<file path="src/rtl/cbsu_pkg.sv">
package cbsu_pkg;

  // Register file geometry: B, C, D, E, H, L, A.
  localparam int unsigned REG_DEPTH = 7;
  localparam int unsigned SLOT_W    = 3;

  typedef logic [SLOT_W-1:0] slot_t;

  // Register file slots that the logic names directly.
  localparam slot_t SLOT_H = 3'd4;
  localparam slot_t SLOT_L = 3'd5;
  localparam slot_t SLOT_A = 3'd6;

  // Command codes.
  localparam logic CMD_EXEC  = 1'b0;
  localparam logic CMD_WRITE = 1'b1;

  // Opcode groups in bits 7:6.
  localparam logic [1:0] GRP_SHIFT = 2'd0;
  localparam logic [1:0] GRP_BIT   = 2'd1;
  localparam logic [1:0] GRP_RES   = 2'd2;
  localparam logic [1:0] GRP_SET   = 2'd3;

  // Shift and rotate sub-operations in bits 5:3.
  localparam logic [2:0] SUB_RLC  = 3'd0;
  localparam logic [2:0] SUB_RRC  = 3'd1;
  localparam logic [2:0] SUB_RL   = 3'd2;
  localparam logic [2:0] SUB_RR   = 3'd3;
  localparam logic [2:0] SUB_SLA  = 3'd4;
  localparam logic [2:0] SUB_SRA  = 3'd5;
  localparam logic [2:0] SUB_SWAP = 3'd6;
  localparam logic [2:0] SUB_SRL  = 3'd7;

  // Operand code for the byte at HL, and write target code for the flags.
  localparam logic [2:0] OPND_MEM   = 3'd6;
  localparam logic [2:0] OPND_A     = 3'd7;
  localparam logic [2:0] TSEL_FLAGS = 3'd6;

  // Flag nibble bit positions.
  localparam int unsigned FLAG_Z = 3;
  localparam int unsigned FLAG_N = 2;
  localparam int unsigned FLAG_H = 1;
  localparam int unsigned FLAG_C = 0;

  // Reported machine cycle counts.
  localparam logic [2:0] CYC_NONE    = 3'd0;
  localparam logic [2:0] CYC_REG     = 3'd2;
  localparam logic [2:0] CYC_BIT_MEM = 3'd3;
  localparam logic [2:0] CYC_MEM     = 3'd4;

  // One write into the register file.
  typedef struct packed {
    logic       we;
    slot_t      addr;
    logic [7:0] data;
  } rf_wr_t;

  // Everything one executed item produces.
  typedef struct packed {
    logic [7:0] result;
    logic [3:0] flags;
    rf_wr_t     wr;
    logic       mem_write;
    logic [2:0] cycles;
  } exec_res_t;

  // Operand or target code to register file slot; A sits after L.
  function automatic slot_t slot_of(input logic [2:0] code);
    slot_t s;
    s = (code == OPND_A) ? SLOT_A : code;
    return s;
  endfunction

endpackage

</file>
<file path="src/rtl/cbsu_if.sv">
interface cbsu_in_if;
  import cbsu_pkg::*;

  logic       valid;
  logic       ready;
  logic       cmd;
  logic [7:0] cb_opcode;
  logic [2:0] target_select;
  logic [7:0] write_value;
  logic [7:0] mem_byte;

  modport source (
    output valid, cmd, cb_opcode, target_select, write_value, mem_byte,
    input  ready
  );

  modport sink (
    input  valid, cmd, cb_opcode, target_select, write_value, mem_byte,
    output ready
  );

endinterface

interface cbsu_out_if;
  import cbsu_pkg::*;

  logic        valid;
  logic        ready;
  logic [7:0]  result_value;
  logic [3:0]  flags_out;
  logic        mem_write;
  logic [15:0] hl_address;
  logic [2:0]  machine_cycles;

  modport source (
    output valid, result_value, flags_out, mem_write, hl_address, machine_cycles,
    input  ready
  );

  modport sink (
    input  valid, result_value, flags_out, mem_write, hl_address, machine_cycles,
    output ready
  );

endinterface

</file>
<file path="src/rtl/cb_prefix_bit_shift_unit.sv">
// Each item passes through the execute stage register and then the output register.
// Throughput: one item per cycle while the result side does not stall; the register
// file is read at the input transfer, and a write-back of the item ahead at that same
// edge is bypassed, so dependent items follow directly.
// Reset (synchronous, active low) empties the pipeline and makes every register and
// the flags read as zero at once; no clearing pass is needed.
module cb_prefix_bit_shift_unit
  import cbsu_pkg::*;
(
  input  logic  clk,
  input  logic  rst_n,
  cbsu_in_if.sink    in_ch,
  cbsu_out_if.source out_ch
);

  // Execute stage holding registers.
  logic       s1_valid_r;
  logic       s1_cmd_r;
  logic [7:0] s1_opcode_r;
  logic [2:0] s1_tsel_r;
  logic [7:0] s1_wval_r;
  logic [7:0] s1_mbyte_r;

  // Architectural flags and a copy of H and L for the address output.
  logic [3:0] flags_r;
  logic [7:0] h_r;
  logic [7:0] l_r;

  // Output register.
  logic        out_valid_r;
  logic [7:0]  out_result_r;
  logic [3:0]  out_flags_r;
  logic        out_mw_r;
  logic [15:0] out_hl_r;
  logic [2:0]  out_cyc_r;

  logic       in_xfer;
  logic       s1_adv;
  logic [7:0] rf_rd_data;
  logic [7:0] operand;
  exec_res_t  exec_res;
  rf_wr_t     rf_wr;
  logic [7:0] h_nxt;
  logic [7:0] l_nxt;

  assign s1_adv       = s1_valid_r && (!out_valid_r || out_ch.ready);
  assign in_ch.ready  = !s1_valid_r || s1_adv;
  assign in_xfer      = in_ch.valid && in_ch.ready;

  cbsu_regfile u_regfile (
    .clk     (clk),
    .rst_n   (rst_n),
    .rd_en   (in_xfer),
    .rd_addr (slot_of(in_ch.cb_opcode[2:0])),
    .rd_data (rf_rd_data),
    .wr      (rf_wr)
  );

  assign operand = (s1_opcode_r[2:0] == OPND_MEM) ? s1_mbyte_r : rf_rd_data;

  cbsu_alu u_alu (
    .cmd           (s1_cmd_r),
    .cb_opcode     (s1_opcode_r),
    .target_select (s1_tsel_r),
    .write_value   (s1_wval_r),
    .operand       (operand),
    .flags_in      (flags_r),
    .res           (exec_res)
  );

  // Write-back commits only when the item leaves the execute stage.
  always_comb begin
    rf_wr    = exec_res.wr;
    rf_wr.we = exec_res.wr.we && s1_adv;
  end

  // H and L as they stand after this item.
  assign h_nxt = (rf_wr.we && rf_wr.addr == SLOT_H) ? rf_wr.data : h_r;
  assign l_nxt = (rf_wr.we && rf_wr.addr == SLOT_L) ? rf_wr.data : l_r;

  // Execute stage control.
  always_ff @(posedge clk) begin
    if (!rst_n) begin
      s1_valid_r <= 1'b0;
    end else if (in_ch.ready) begin
      s1_valid_r <= in_ch.valid;
    end
  end

  // Execute stage payload.
  always_ff @(posedge clk) begin
    if (in_xfer) begin
      s1_cmd_r    <= in_ch.cmd;
      s1_opcode_r <= in_ch.cb_opcode;
      s1_tsel_r   <= in_ch.target_select;
      s1_wval_r   <= in_ch.write_value;
      s1_mbyte_r  <= in_ch.mem_byte;
    end
  end

  // Flags and the H/L copy.
  always_ff @(posedge clk) begin
    if (!rst_n) begin
      flags_r <= '0;
      h_r     <= '0;
      l_r     <= '0;
    end else if (s1_adv) begin
      flags_r <= exec_res.flags;
      h_r     <= h_nxt;
      l_r     <= l_nxt;
    end
  end

  // Output register control.
  always_ff @(posedge clk) begin
    if (!rst_n) begin
      out_valid_r <= 1'b0;
    end else if (s1_adv) begin
      out_valid_r <= 1'b1;
    end else if (out_ch.ready) begin
      out_valid_r <= 1'b0;
    end
  end

  // Output register payload.
  always_ff @(posedge clk) begin
    if (s1_adv) begin
      out_result_r <= exec_res.result;
      out_flags_r  <= exec_res.flags;
      out_mw_r     <= exec_res.mem_write;
      out_hl_r     <= {h_nxt, l_nxt};
      out_cyc_r    <= exec_res.cycles;
    end
  end

  assign out_ch.valid          = out_valid_r;
  assign out_ch.result_value   = out_result_r;
  assign out_ch.flags_out      = out_flags_r;
  assign out_ch.mem_write      = out_mw_r;
  assign out_ch.hl_address     = out_hl_r;
  assign out_ch.machine_cycles = out_cyc_r;

  // A memory write-back is always reported with the CYC_MEM cycle count.
  a_mw_cycles : assert property (@(posedge clk) disable iff (!rst_n)
    (out_valid_r && out_mw_r) |-> (out_cyc_r == CYC_MEM))
    else $error("memory write-back with wrong cycle count");

  // A stalled execute stage never touches the register file.
  a_stall_no_write : assert property (@(posedge clk) disable iff (!rst_n)
    (s1_valid_r && !s1_adv) |-> !rf_wr.we)
    else $error("register write while execute stage is stalled");

  // A stalled item stays in the execute stage with its opcode intact.
  a_stall_holds : assert property (@(posedge clk) disable iff (!rst_n)
    (s1_valid_r && !s1_adv) |=> (s1_valid_r && $stable(s1_opcode_r)))
    else $error("stalled item lost from execute stage");

  // Reset leaves both stages empty.
  a_reset_empty : assert property (@(posedge clk)
    !rst_n |=> (!s1_valid_r && !out_valid_r))
    else $error("pipeline not empty after reset");

endmodule

</file>
<file path="src/rtl/cbsu_regfile.sv">
module cbsu_regfile
  import cbsu_pkg::*;
(
  input  logic       clk,
  input  logic       rst_n,
  input  logic       rd_en,
  input  slot_t      rd_addr,
  output logic [7:0] rd_data,
  input  rf_wr_t     wr
);

  logic [7:0]           mem [REG_DEPTH];
  logic [REG_DEPTH-1:0] vld_r;
  logic [7:0]           rd_q_r;
  logic                 byp_hit_r;
  logic [7:0]           byp_data_r;

  // Storage array; one write port.
  always_ff @(posedge clk) begin
    if (wr.we) begin
      mem[wr.addr] <= wr.data;
    end
  end

  // Entries that were never written read as zero after reset.
  always_ff @(posedge clk) begin
    if (!rst_n) begin
      vld_r <= '0;
    end else if (wr.we) begin
      vld_r[wr.addr] <= 1'b1;
    end
  end

  // Registered read; a write to the same entry at the same edge is bypassed.
  always_ff @(posedge clk) begin
    if (rd_en) begin
      rd_q_r     <= vld_r[rd_addr] ? mem[rd_addr] : 8'h00;
      byp_hit_r  <= wr.we && (wr.addr == rd_addr);
      byp_data_r <= wr.data;
    end
  end

  assign rd_data = byp_hit_r ? byp_data_r : rd_q_r;

endmodule

</file>
<file path="src/rtl/cbsu_alu.sv">
module cbsu_alu
  import cbsu_pkg::*;
(
  input  logic       cmd,
  input  logic [7:0] cb_opcode,
  input  logic [2:0] target_select,
  input  logic [7:0] write_value,
  input  logic [7:0] operand,
  input  logic [3:0] flags_in,
  output exec_res_t  res
);

  logic [1:0] group;
  logic [2:0] sub;
  logic [2:0] code;
  logic       is_mem;
  logic [7:0] bit_mask;
  logic [7:0] shift_val;
  logic       shift_c;
  logic       cin;

  assign group    = cb_opcode[7:6];
  assign sub      = cb_opcode[5:3];
  assign code     = cb_opcode[2:0];
  assign is_mem   = (code == OPND_MEM);
  assign bit_mask = 8'h01 << sub;
  assign cin      = flags_in[FLAG_C];

  // Shift and rotate group.
  always_comb begin
    case (sub)
      SUB_RLC:  begin shift_c = operand[7]; shift_val = {operand[6:0], operand[7]}; end
      SUB_RRC:  begin shift_c = operand[0]; shift_val = {operand[0], operand[7:1]}; end
      SUB_RL:   begin shift_c = operand[7]; shift_val = {operand[6:0], cin}; end
      SUB_RR:   begin shift_c = operand[0]; shift_val = {cin, operand[7:1]}; end
      SUB_SLA:  begin shift_c = operand[7]; shift_val = {operand[6:0], 1'b0}; end
      SUB_SRA:  begin shift_c = operand[0]; shift_val = {operand[7], operand[7:1]}; end
      SUB_SWAP: begin shift_c = 1'b0;       shift_val = {operand[3:0], operand[7:4]}; end
      default:  begin shift_c = operand[0]; shift_val = {1'b0, operand[7:1]}; end
    endcase
  end

  // Result, flags and write-back decision.
  always_comb begin
    res           = '0;
    res.flags     = flags_in;
    res.cycles    = CYC_NONE;
    res.wr.addr   = slot_of(code);
    if (cmd == CMD_WRITE) begin
      res.wr.addr = slot_of(target_select);
      if (target_select == TSEL_FLAGS) begin
        res.flags  = write_value[3:0];
        res.result = {4'h0, write_value[3:0]};
      end else begin
        res.wr.we  = 1'b1;
        res.result = write_value;
      end
      res.wr.data = write_value;
    end else begin
      unique case (group)
        GRP_SHIFT: begin
          res.result = shift_val;
          res.flags  = '0;
          res.flags[FLAG_Z] = (shift_val == 8'h00);
          res.flags[FLAG_C] = shift_c;
        end
        GRP_BIT: begin
          res.result = operand;
          res.flags[FLAG_Z] = ~|(operand & bit_mask);
          res.flags[FLAG_N] = 1'b0;
          res.flags[FLAG_H] = 1'b1;
        end
        GRP_RES: res.result = operand & ~bit_mask;
        GRP_SET: res.result = operand | bit_mask;
      endcase
      res.wr.data = res.result;
      if (group == GRP_BIT) begin
        res.cycles = is_mem ? CYC_BIT_MEM : CYC_REG;
      end else if (is_mem) begin
        res.mem_write = 1'b1;
        res.cycles    = CYC_MEM;
      end else begin
        res.wr.we  = 1'b1;
        res.cycles = CYC_REG;
      end
    end
  end

endmodule

</file>
<file path="src/flat_wrapper.sv">
// flat-port wrapper written by rule: the top's interface ports become plain ports
module cb_prefix_bit_shift_unit_flat import cbsu_pkg::*;
  (clk, rst_n, in_ch_valid, in_ch_cmd, in_ch_cb_opcode, in_ch_target_select, in_ch_write_value, in_ch_mem_byte, in_ch_ready, out_ch_valid, out_ch_result_value, out_ch_flags_out, out_ch_mem_write, out_ch_hl_address, out_ch_machine_cycles, out_ch_ready);
  cbsu_in_if in_ch_i ();
  cbsu_out_if out_ch_i ();
  input  logic clk;
  input  logic rst_n;
  input wire logic [$bits(in_ch_i.valid)-1:0] in_ch_valid;
  input wire logic [$bits(in_ch_i.cmd)-1:0] in_ch_cmd;
  input wire logic [$bits(in_ch_i.cb_opcode)-1:0] in_ch_cb_opcode;
  input wire logic [$bits(in_ch_i.target_select)-1:0] in_ch_target_select;
  input wire logic [$bits(in_ch_i.write_value)-1:0] in_ch_write_value;
  input wire logic [$bits(in_ch_i.mem_byte)-1:0] in_ch_mem_byte;
  output wire logic [$bits(in_ch_i.ready)-1:0] in_ch_ready;
  output wire logic [$bits(out_ch_i.valid)-1:0] out_ch_valid;
  output wire logic [$bits(out_ch_i.result_value)-1:0] out_ch_result_value;
  output wire logic [$bits(out_ch_i.flags_out)-1:0] out_ch_flags_out;
  output wire logic [$bits(out_ch_i.mem_write)-1:0] out_ch_mem_write;
  output wire logic [$bits(out_ch_i.hl_address)-1:0] out_ch_hl_address;
  output wire logic [$bits(out_ch_i.machine_cycles)-1:0] out_ch_machine_cycles;
  input wire logic [$bits(out_ch_i.ready)-1:0] out_ch_ready;
  assign in_ch_i.valid = in_ch_valid;
  assign in_ch_i.cmd = in_ch_cmd;
  assign in_ch_i.cb_opcode = in_ch_cb_opcode;
  assign in_ch_i.target_select = in_ch_target_select;
  assign in_ch_i.write_value = in_ch_write_value;
  assign in_ch_i.mem_byte = in_ch_mem_byte;
  assign in_ch_ready = in_ch_i.ready;
  assign out_ch_valid = out_ch_i.valid;
  assign out_ch_result_value = out_ch_i.result_value;
  assign out_ch_flags_out = out_ch_i.flags_out;
  assign out_ch_mem_write = out_ch_i.mem_write;
  assign out_ch_hl_address = out_ch_i.hl_address;
  assign out_ch_machine_cycles = out_ch_i.machine_cycles;
  assign out_ch_i.ready = out_ch_ready;
  cb_prefix_bit_shift_unit u_core (.clk(clk), .rst_n(rst_n), .in_ch(in_ch_i), .out_ch(out_ch_i));
endmodule
</file>
<file path="config.mk">
export PLATFORM = sky130hd
export DESIGN_NAME = cb_prefix_bit_shift_unit_flat
export DESIGN_NICKNAME = d
export VERILOG_FILES = /design/src/rtl/cbsu_pkg.sv /design/src/rtl/cbsu_if.sv /design/src/rtl/cb_prefix_bit_shift_unit.sv /design/src/rtl/cbsu_regfile.sv /design/src/rtl/cbsu_alu.sv /design/src/flat_wrapper.sv
export SDC_FILE = /design/constraint.sdc
export NUM_CORES = 1
export LEC_CHECK = 0
export ABC_AREA = 1
export ABC_CLOCK_PERIOD_IN_PS = 6300
export BUFFER_PORTS_ARGS = -buffer_cell sky130_fd_sc_hd__buf_4
export CORE_ASPECT_RATIO = 1.25
export CORE_MARGIN = 2
export CORE_UTILIZATION = 55
export DETAILED_ROUTE_END_ITERATION = 12
export PLACE_DENSITY = 0.83
export SYNTH_ARGS = -nofsm -noshare
export SYNTH_HDL_FRONTEND = slang
export SYNTH_SLANG_ARGS = --single-unit
</file>
<file path="constraint.sdc">
create_clock -name clk -period 6.3 [get_ports clk]
set_input_delay 1.89 -clock clk [delete_from_list [all_inputs] [get_ports clk]]
set_output_delay 1.89 -clock clk [all_outputs]
set_load 0.02 [all_outputs]
</file>
; Yosys cells after proc, flatten, opt, wreduce, memory -nomap -nowiden
; Memories as Yosys holds them, arrays and structs flattened. A register that Yosys moved wholly into a read port is not among the register bits.
; Index checks and enable logic that the tools add are counted.
[totals]
ff_bits = 98
latchBits = 0
ram_bits = 56
rom_bits = 0
output_inout_bits = 34
elab_cells = 97
n_memories = 1
[mem_list]
columns = name, depth, width, read_ports, rd_clocked_by_memory_dff, wr, line
row1 = u_core.u_regfile.mem, 7, 8, 1, 1, 1, cbsu_regfile.sv:12  ; logic [7:0] mem [REG_DEPTH];
[classes]
add_sub_neg = 0
mul = 0
n_div = 0
magnitude_cmp = 3
n_eq_ne = 17
n_shift = 1
n_mux = 32
bitwise_logic = 5
n_reduce_logical = 20
[op_table]
columns = operator, count
row1 = $pmux 8 s7, 1
row2 = $mux 8, 6
row3 = $pmux 8 s4, 1
row4 = $eq 3x3->1 const B, 10
row5 = $mux 3, 6
row6 = $and 8x8->8, 2
row7 = $mux 13, 1
row8 = $mux 1, 12
row9 = $logic_not 8->1, 1
row10 = $lt 3x4->1 const B, 2
row11 = $not 8->8, 1
row12 = $or 8x8->8, 1
row13 = $reduce_or 8->1, 1
row14 = $shl 1x3->8 const A, 1
row15 = $logic_and 1x1->1, 7
row16 = $or 7x7->7, 1
row17 = $eq 3x2->1 const B, 2
row18 = $pmux 3 s2, 1
row19 = $eq 2x2->1 const B, 2
row20 = $logic_not 1->1, 4
row21 = $mux 4, 1
row22 = $bmux 1 s3, 1
row23 = $demux 1 s3, 1
row24 = $eq 3x1->1 const B, 1
row25 = 10 further kinds, 11

; Logic depth before layout (Yosys ltp)
; Gate-level depths: netlist (run 1).
[logic_depth]
ltp_word = 10
depth_mapped = 16

; Hierarchy
; From an unflattened synthesis (run 1), not the netlist that was laid out.
[hier_totals]
cells_unflattened = 764
area_unflattened_um2 = 7405.9
[modules_own_cells]
columns = mod, instances, cells_each, area_per_inst_um2
row1 = cbsu_regfile, 1, 317, 3403.3
row2 = cb_prefix_bit_shift_unit, 1, 230, 2945.3
row3 = cbsu_alu, 1, 217, 1057.3

; Least setup slack after synthesis (run 1)
; OpenSTA, ideal clock, no wires.
[synth_path]
kind = input -> output
startpoint = input port out_ch_ready
endpoint = output port in_ch_ready
t_arrival_ns = 2.143
required_ns = 4.410
slack_ns = 2.267
path_stages = 2
n_path_buf = 0
path_cell_list = inv_1 -> nand3_1
[synth_via]
elab_chain_cells = 3
[synth_rtl]
columns = element, line
row1 = from (decl), flat_wrapper.sv:21  ; input wire logic [$bits(out_ch_i.ready)-1:0] out_ch_ready;
row2 = $logic_or 1x1->1, cb_prefix_bit_shift_unit.sv:46  ; assign s1_adv = s1_valid_r && (!out_valid_r || out_ch.ready);
row3 = $logic_and 1x1->1, cb_prefix_bit_shift_unit.sv:46
row4 = $logic_or 1x1->1, cb_prefix_bit_shift_unit.sv:47  ; assign in_ch.ready = !s1_valid_r || s1_adv;
row5 = to (decl), flat_wrapper.sv:14  ; output wire logic [$bits(in_ch_i.ready)-1:0] in_ch_ready;
; Every way passes these cells.

; Worst setup path after layout (run 1)
; Ends and elaborated chain as after synthesis.

==> run metrics, run 1 <==
status finished clean; Buffers on Ports 65; detailed-route via count 5345; Initial Util 0.559; Main synth FF type edfxtp_1; die area ~14000 µm²; initial drt markers 637; Hold WC Path Type register to register; FP Rows 46; period utilisation layout 0.674; cell taking the most area after synthesis edfxtp_1; worst vdd ir 0.456 mV; CP Launch Type input pin; met2 WL 8900 µm; final setup fails 0; leak pwr 3.52 nW; ys async rst share 0; Setup TNS Final 0 ns; Final Slew Violations 0; Yosys reg bits roughly 160; final net count 797; met3 WL post-DR 1210 µm; ANT cells 0; Clock Latency Late Sink between 0.4 and 0.5 ns; gr ovfl total 0; CP endpoint kind output port; ANT nets after route 0; layout cells sized above 1 0.177; die height about 130 µm; initial antenna violation count 0; DRC viols 0; total power around 2.5 mW; clock sink count roughly 160; Register-to-Register Setup Slack around 3.1 ns; Synth top area share 0.562; Syn Inst Count 700; ranking of synthesized cells by area edfxtp_1 56%, dfxtp_1 8.2%, nand2_1 8.2%, inv_1 4.4%, o21ai_0 4.1%; Placeable Area about 13000 µm²; WL per Instance 18.9 µm; Worst path slowest cell buf_4; setup bufs post-CTS 0; area growth from synthesis to layout 16.9%; crit-path max cell delay 0.18 ns; CTS clk-pin slew, worst paths 0.07 ns; Max Fclk 235 MHz; first-pass GRT wire length between 20000 and 30000 µm; DR vias/cell approximately 5.7; Cell Int Power 1.86 mW; CP cell instances buf_4 -> inv_1 -> nand3_1 -> buf_4; H-tree Lvls 4; CTS max path bufs 2; crit path DAT 2.36 ns; EDFF count, synth between 100 and 150; Chip Width 105 µm; post-synthesis sequential area ratio 0.644; Syn Area/Cell just over 10 µm²; smallest hold slack 0.476 ns; GR Util All Layers 0.263; vias in the first global route 5257; dpl cell area 7640 µm²; worst slew pin tran approximately 0.88 ns; Sw Pwr approximately 670 µW; worst rel slew slack 0.412; CP bufs+invs 3; Resized cells post-CTS 0; Power Density 306 nW/µm²; dpl hpwl 12000 µm; top post-synthesis cells by count 154 x nand2_1, 132 x edfxtp_1, 83 x inv_1; Seq pwr share 0.487; Final Hold Vio Count 0; Final Cell Area between 8000 and 9000 µm²; clk_skew 0.0114 ns; gp weighted congestion approximately 0.90; Synth Warn # 0; First-pass DRT Iterations 6; top layer in use met4; Clock Power Share 0.413; cell mode on critical path buf_4; DRT met1 WL ~6900 µm; combinational share of power 0.100; pin count of the biggest net entering global routing 46; Mapped Area 7050 µm²; Max FO, Critical Path 3; CTS Root Cell clkbuf_16; post-layout min period approximately 4.2 ns; Mapped Nets roughly 730; hold_buf cts 0; CTS tree yes; RSZ-0062 raised after global routing no; IO Pins 66; Max-Cap Viols 0; CP delay by family, top buffers and inverters; switch share 0.264; cell with the most instances after synthesis nand2_1; total CTS buffers 17; Post-Route WL 17900 µm; kind of critical path input pin to output port; Critical Path RT 4.41 ns; Distinct cells, synth 39
==> cells in the final DEF (no fill, tap or decap), types with 2 or more instances in the layout <==
cell type,netlist,layout
dfxtp_1,29,29
nor2_2,3,3
nor3_1,4,4
a22oi_1,2,2
a21oi_1,18,18
a21oi_2,2,2
o21ai_0,58,58
inv_2,7,7
nand3_1,43,43
xor2_1,3,3
clkbuf_16,0,19
nor2_4,2,2
nor2_1,77,77
o311ai_0,8,8
or2_2,9,9
nand2_2,4,4
o31ai_1,2,2
nand3_2,4,4
nand2_1,154,154
o21ai_2,4,4
inv_8,0,5
o22ai_1,8,8
inv_1,83,83
buf_4,6,68
edfxtp_1,132,132
nand4_1,2,2
o21a_1,2,2
o211ai_1,2,2
o21ai_1,7,7
inv_6,0,6
==> worst register-to-register path: cells and delay by family, from the launching register on <==
kind	cells	cell delay, ns
buf+inv	4	0.98
simple gates	4	0.80
compound gates	1	0.25
flops	1	0.89
==> cell families after synthesis <==
family,share of synthesized area
simple gates,0.186
flops,0.644
xor+xnor,0.00373
compound gates,0.0988
buf+inv,0.0667
==> area by class of cell <==
class / count / area (µm²)
clock buffers: 19 / 475
inverters: 91 / 342
well taps: 168 / 210
fillers: 913 / 4360
multi-input cells: 426 / 2040
repair buffers: 68 / 510
flip-flops and latches: 161 / 4540
clock inverters: 13 / 125
==> state kept, by name, summed over array words and instances, names as in the netlist, 8 cells and up <==
signal	count
u_core.out_ch.result_value	8
u_core.s1_opcode_r	8
u_core.u_regfile.rd_q_r	8
u_core.s1_wval_r	8
u_core.u_regfile.mem	56
u_core.h_r	8
u_core.s1_mbyte_r	8
u_core.l_r	8
u_core.out_ch.hl_address	16
u_core.u_regfile.byp_data_r	8
==> worst paths after layout <==
check / startpoint / end / depth (start not counted)
setup reg to reg: u_core.s1_cmd_r / u_core.out_ch.hl_address[10] / 9
setup / recovery: out_ch_ready / in_ch_ready / 4
hold reg to reg: u_core.u_regfile.vld_r[4] / u_core.u_regfile.vld_r[4] / 2
hold / removal: u_core.u_regfile.vld_r[4] / u_core.u_regfile.vld_r[4] / 2
==> power groups by stage <==
stage	clock (mW)	sequential (mW)	combinational, mW
6_report	1.04	1.23	0.252
3_5_place_dp	0	1.25	0.245
5_1_grt	1.08	1.23	0.275
4_1_cts	1.04	1.23	0.248
3_3_place_gp	0	1.25	0.238
2_1_floorplan	0	1.26	0.148
==> through the flow <==
| step | setup WS, ns | util | std cells |
|---|---|---|---|
| finish | 2.05 | 0.654 | 946 |
| global route | 2.02 | 0.654 | 946 |
| CTS | 2.05 | 0.654 | 946 |
| detailed placement | 2.01 | 0.606 | 914 |
| global placement | 2.09 | 0.606 | 914 |
| floorplan | 2.27 | - | 700 |
==> routing by layer <==
metal | vias to the layer above | track usage
li1 | 2491 | -
met1 | 2536 | 0.322
met2 | 263 | 0.447
met3 | 55 | 0.0491
met4 | 0 | 0.140
met5 | - | 0
No activity file was read; power rests on OpenSTA's default activity.
==> run 2, diff against run 1 <==
--- a/config.mk
+++ b/config.mk
@@ -6,11 +6,11 @@
 export NUM_CORES = 1
 export LEC_CHECK = 0
 export ABC_AREA = 1
-export ABC_CLOCK_PERIOD_IN_PS = 6300
+export ABC_CLOCK_PERIOD_IN_PS = 3900
 export BUFFER_PORTS_ARGS = -buffer_cell sky130_fd_sc_hd__buf_4
 export CORE_ASPECT_RATIO = 1.25
 export CORE_MARGIN = 2
-export CORE_UTILIZATION = 55
+export CORE_UTILIZATION = 53
 export DETAILED_ROUTE_END_ITERATION = 12
 export PLACE_DENSITY = 0.83
 export SYNTH_ARGS = -nofsm -noshare
==> constraint.sdc (replaced) <==
create_clock -name clk -period 3.9 [get_ports clk]
set_input_delay 1.17 -clock clk [delete_from_list [all_inputs] [get_ports clk]]
set_output_delay 1.17 -clock clk [all_outputs]
set_load 0.02 [all_outputs]
==> run 2 against run 1 <==
  * Count of clock-buffer cells in the layout decreased by 2
  * First-iteration DRC count decreased by 12%
  * Non-clock buffer count increased by 2
  * Design area increased by 0.15%
  * Critical endpoint unchanged
  * Sequential share of layout area decreased by 0.084 points
  * Highest routed layer unchanged
  * Critical path depth unchanged
  * Power increased by 59%
  * Clock power increased by 57%
  * Utilization decreased by 2.4 points
  * Sequential power increased by 62%
  * Setup slack got worse by 0.97 ns
==> run metrics, run 2 (same netlist as run 1, synthesis figures left out) <==
RSZ-0062 raised after global routing no; total CTS buffers 17; area growth from synthesis to layout 17.1%; Hold WC Path Type register to register; max reg flops 56; dpl cell area roughly 7700 µm²; Max-Cap Viols 0; met3 WL post-DR 1210 µm; commonest non-fill, non-tap cell in the layout nand2_1; Power Density 487 nW/µm²; first-pass GRT wire length 26600 µm; IO Pins 66; status finished clean; Worst path slowest cell buf_4; smallest hold slack 0.473 ns; Max Fclk 355 MHz; CP cell instances buf_4 -> inv_1 -> nand3_1 -> buf_4; DRC viols 0; H-tree Lvls 4; placed cells slightly above 900; Max FO, Critical Path 3; gr ovfl total 0; clock sink count 161; CTS tree yes; total power 4.02 mW; final design utilization 0.630; CTS Root Cell clkbuf_16; CP bufs+invs 3; initial drt markers 560; Buffers on Ports 65; CTS max path bufs 2; fin cells 951; vias in the first global route between 5000 and 6000; gp weighted congestion 0.978; dpl ws 0.961 ns; CTS clk-pin slew, worst paths 0.07 ns; post-layout min period about 2.8 ns; clk_skew roughly 0.014 ns; First-pass DRT Iterations 6; leak pwr between 3 and 4 nW; CP Launch Type input pin; met2 WL 8480 µm; GR Util All Layers 0.249; ANT cells 0; Resized cells post-CTS 0; initial antenna violation count 0; final worst slack 1.08 ns; crit-path max cell delay 0.19 ns; DRT met1 WL a little under 7000 µm; most flop-heavy register u_core.u_regfile.mem; final setup fails 0; Clock Latency Late Sink 0.44 ns; period utilisation layout 0.722; worst vdd ir 0.398 mV; die area around 14000 µm²; FP Rows 47; hold_buf cts 0; Critical Path RT 2.73 ns; Post-Route WL around 17000 µm; pin count of the biggest net entering global routing 46; Final Hold Vio Count 0; detailed-route via count 5278; DR vias/cell 5.55; Setup TNS Final 0 ns; Chip Width 107 µm; most frequent cells in the layout 154 x nand2_1, 132 x edfxtp_1, 82 x inv_1; crit path DAT 1.65 ns; CP endpoint kind output port; dpl hpwl 11400 µm; top layer in use met4; layout cells sized above 1 0.179; worst slew pin tran around 0.85 ns; setup bufs post-CTS 0; ANT nets after route 0; final net count 799; worst rel slew slack 0.433; die height 133 µm; CP delay by family, top buffers and inverters; cell mode on critical path buf_4; Final Cell Area 8260 µm²; Final Slew Violations 0; kind of critical path input pin to output port; Initial Util 0.538; WL per Instance 17.7 µm; Placeable Area 13100 µm²
==> run 2: cell types whose count changed in the layout (fill, tap and decap cells not counted), sizes merged <==
cell,delta
clkinv,+9
clkinvlp,-1
inv,-6
buf,+2
clkbuf,-2
==> run 2: report_power, final <==
part | total (mW) | internal (mW) | switching, mW
logic | 0.403 | 0.124 | 0.280
registers | 1.99 | 1.95 | 0.0354
clock network | 1.63 | 0.858 | 0.774
total | 4.02 | 2.93 | 1.09
==> run 2: final cells by class <==
class / count / area (µm²)
clock buffers: 17 / 425
well taps: 171 / 214
flip-flops and latches: 161 / 4540
repair buffers: 70 / 526
clock inverters: 15 / 169
multi-input cells: 426 / 2040
inverters: 91 / 342
fillers: 985 / 4860
==> run 2: routing by layer <==
| metal | vias up | global-route usage |
|---|---|---|
| met5 | - | 0 |
| met3 | 33 | 0.0527 |
| met2 | 244 | 0.406 |
| li1 | 2498 | - |
| met1 | 2503 | 0.322 |
| met4 | 0 | 0.102 |
==> run 2: worst reg2reg max path, stage by stage, from the launching register on <==
cell,delay (ns)
edfxtp_1,0.69
inv_1,0.33
nor2_1,0.20
inv_2,0.09
a21oi_4,0.23
nand3_2,0.16
inv_2,0.34
nand3_1,0.15
o21ai_1,0.14
inv_1,0.06
==> run 2: path summary, 6_finish.rpt <==
| kind | start | endpoint | slack [ns] | depth (start not counted) |
|---|---|---|---|---|
| max | out_ch_ready | in_ch_ready | 1.08 | 4 |
| min | u_core.u_regfile.vld_r[3] | u_core.u_regfile.vld_r[3] | 0.47 | 2 |
| max reg2reg | u_core.s1_cmd_r | u_core.out_ch.hl_address[14] | 1.29 | 9 |
| min reg2reg | u_core.u_regfile.vld_r[3] | u_core.u_regfile.vld_r[3] | 0.47 | 2 |
==> run 3, diff against run 2 <==
--- a/config.mk
+++ b/config.mk
@@ -6,11 +6,11 @@
 export NUM_CORES = 1
 export LEC_CHECK = 0
 export ABC_AREA = 1
-export ABC_CLOCK_PERIOD_IN_PS = 3900
+export ABC_CLOCK_PERIOD_IN_PS = 2600
 export BUFFER_PORTS_ARGS = -buffer_cell sky130_fd_sc_hd__buf_4
 export CORE_ASPECT_RATIO = 1.25
 export CORE_MARGIN = 2
-export CORE_UTILIZATION = 53
+export CORE_UTILIZATION = 55
 export DETAILED_ROUTE_END_ITERATION = 12
 export PLACE_DENSITY = 0.83
 export SYNTH_ARGS = -nofsm -noshare
==> constraint.sdc (replaced) <==
create_clock -name clk -period 2.6 [get_ports clk]
set_input_delay 0.78 -clock clk [delete_from_list [all_inputs] [get_ports clk]]
set_output_delay 0.78 -clock clk [all_outputs]
set_load 0.02 [all_outputs]
==> run 3 against run 2 <==
  * Critical path type is now register to register
  * Clock skew shrank 0.0069 ns
  * Wire length grew 5.5%
  * Largest cell class unchanged
  * Critical endpoint is now u_core.out_ch.hl_address[14]
  * Count of clock-buffer cells in the layout stayed put
  * Register-to-register slack got worse by 1.1 ns
==> run metrics, run 3 (same netlist as run 1, synthesis figures left out) <==
status finished clean; Placeable Area approximately 13000 µm²; die area 13700 µm²; Max FO, Critical Path 22; Max-Cap Viols 0; die height between 100 and 150 µm; H-tree Lvls 4; setup bufs post-CTS 0; DR vias/cell 5.59; worst rel slew slack 0.644; pin count of the biggest net entering global routing 33; worst vdd ir about 0.64 mV; most flop-heavy register u_core.u_regfile.mem; CP endpoint kind register; IO Pins 66; first-pass GRT wire length 26800 µm; Resized cells post-CTS 0; Register-to-Register Setup Slack 0.23 ns; initial drt markers 699; met3 WL post-DR 1340 µm; met2 WL 9160 µm; Max Fclk 422 MHz; clk_skew ~0.0071 ns; CTS clk-pin slew, worst paths 0.07 ns; FP Rows 46; ANT nets after route 0; dpl cell area 7760 µm²; Post-Route WL 17800 µm; Final Cell Area 8340 µm²; Clock Latency Late Sink 0.43 ns; layout cells sized above 1 0.191; Initial Util 0.559; DRC viols 0; CTS tree yes; Chip Width between 100 and 150 µm; DRT met1 WL 6810 µm; Final Slew Violations 0; post-layout min period 2.37 ns; RSZ-0062 raised after global routing no; WL per Instance 18.5 µm; Buffers on Ports 65; gp weighted congestion 0.972; Final Hold Vio Count 0; Critical Path RT 2.79 ns; CTS Root Cell clkbuf_16; CTS max path bufs 2; max reg flops 56; dpl hpwl 12600 µm; GR Util All Layers 0.261; period utilisation layout 0.910; total CTS buffers 17; area growth from synthesis to layout 18.2%; crit path DAT 2.55 ns; commonest non-fill, non-tap cell in the layout nand2_1; final setup fails 0; hold_buf cts 0; kind of critical path register to register; Power Density 724 nW/µm²; top layer in use met4; vias in the first global route 5069; Hold WC Path Type register to register; detailed-route via count 5371; leak pwr 3.58 nW; initial antenna violation count 0; Setup TNS Final 0 ns; ANT cells 0; clock sink count between 150 and 200; First-pass DRT Iterations 5; CP Launch Type register; gr ovfl total 0; final net count 811; worst slew pin tran 0.529 ns; most frequent cells in the layout 154 x nand2_1, 132 x edfxtp_1, 83 x inv_1
-- run 3: cell count changes in the layout (fill, tap and decap cells not counted), sizes merged --
| cell | change |
|---|---|
| buf | +12 |
| bufinv | +1 |
| clkinv | -5 |
| clkinvlp | +1 |
| inv | +3 |
-- run 3: worst paths after layout --
| check | startpoint | endpoint | cells after the start |
|---|---|---|---|
| min | u_core.u_regfile.vld_r[4] | u_core.u_regfile.vld_r[4] | 2 |
| max reg2reg | u_core.s1_opcode_r[6] | u_core.out_ch.hl_address[14] | 10 |
| max | u_core.s1_opcode_r[6] | u_core.out_ch.hl_address[14] | 10 |
| min reg2reg | u_core.u_regfile.vld_r[4] | u_core.u_regfile.vld_r[4] | 2 |
-- run 3: critical path: stages (launching register included) --
cell	delay, ns
edfxtp_1	0.47
inv_2	0.17
nor2_2	0.08
nor2_2	0.12
nand2_1	0.12
a21oi_4	0.28
nand3_2	0.17
inv_2	0.37
nand3_1	0.13
o21ai_1	0.13
inv_1	0.05
-- run 3: where the power goes --
| part | internal, mW | switching [mW] | total, mW |
|---|---|---|---|
| sequential | 2.93 | 0.0527 | 2.98 |
| clock | 1.35 | 1.07 | 2.42 |
| combinational | 0.202 | 0.437 | 0.639 |
| total | 4.47 | 1.56 | 6.04 |
-- run 3: layout make-up --
type | count | area, µm²
inverters | 91 | 342
well taps | 168 | 210
flip-flops and latches | 161 | 4540
fillers | 913 | 4270
repair buffers | 82 | 628
clock inverters | 15 | 150
multi-input cells | 426 | 2040
clock buffers | 17 | 425
-- run 3: metrics by stage --
stage / utilization / hold slack (ns) / std cells / setup slack, ns / power (mW)
after floorplan: - / 0.435 / 700 / 0.177 / 3.40
after global placement: 0.616 / 0.449 / 928 / 0.243 / 3.64
after detailed placement: 0.616 / 0.454 / 928 / 0.156 / 3.66
after CTS: 0.661 / 0.464 / 960 / 0.261 / 6.04
after global routing: 0.661 / 0.490 / 960 / 0.0630 / 6.19
final: 0.661 / 0.463 / 960 / 0.233 / 6.04
-- run 3: layer usage --
metal,track usage,vias up
met5,0,-
met4,0.105,0
met3,0.0496,36
met2,0.451,282
met1,0.327,2536
li1,-,2517
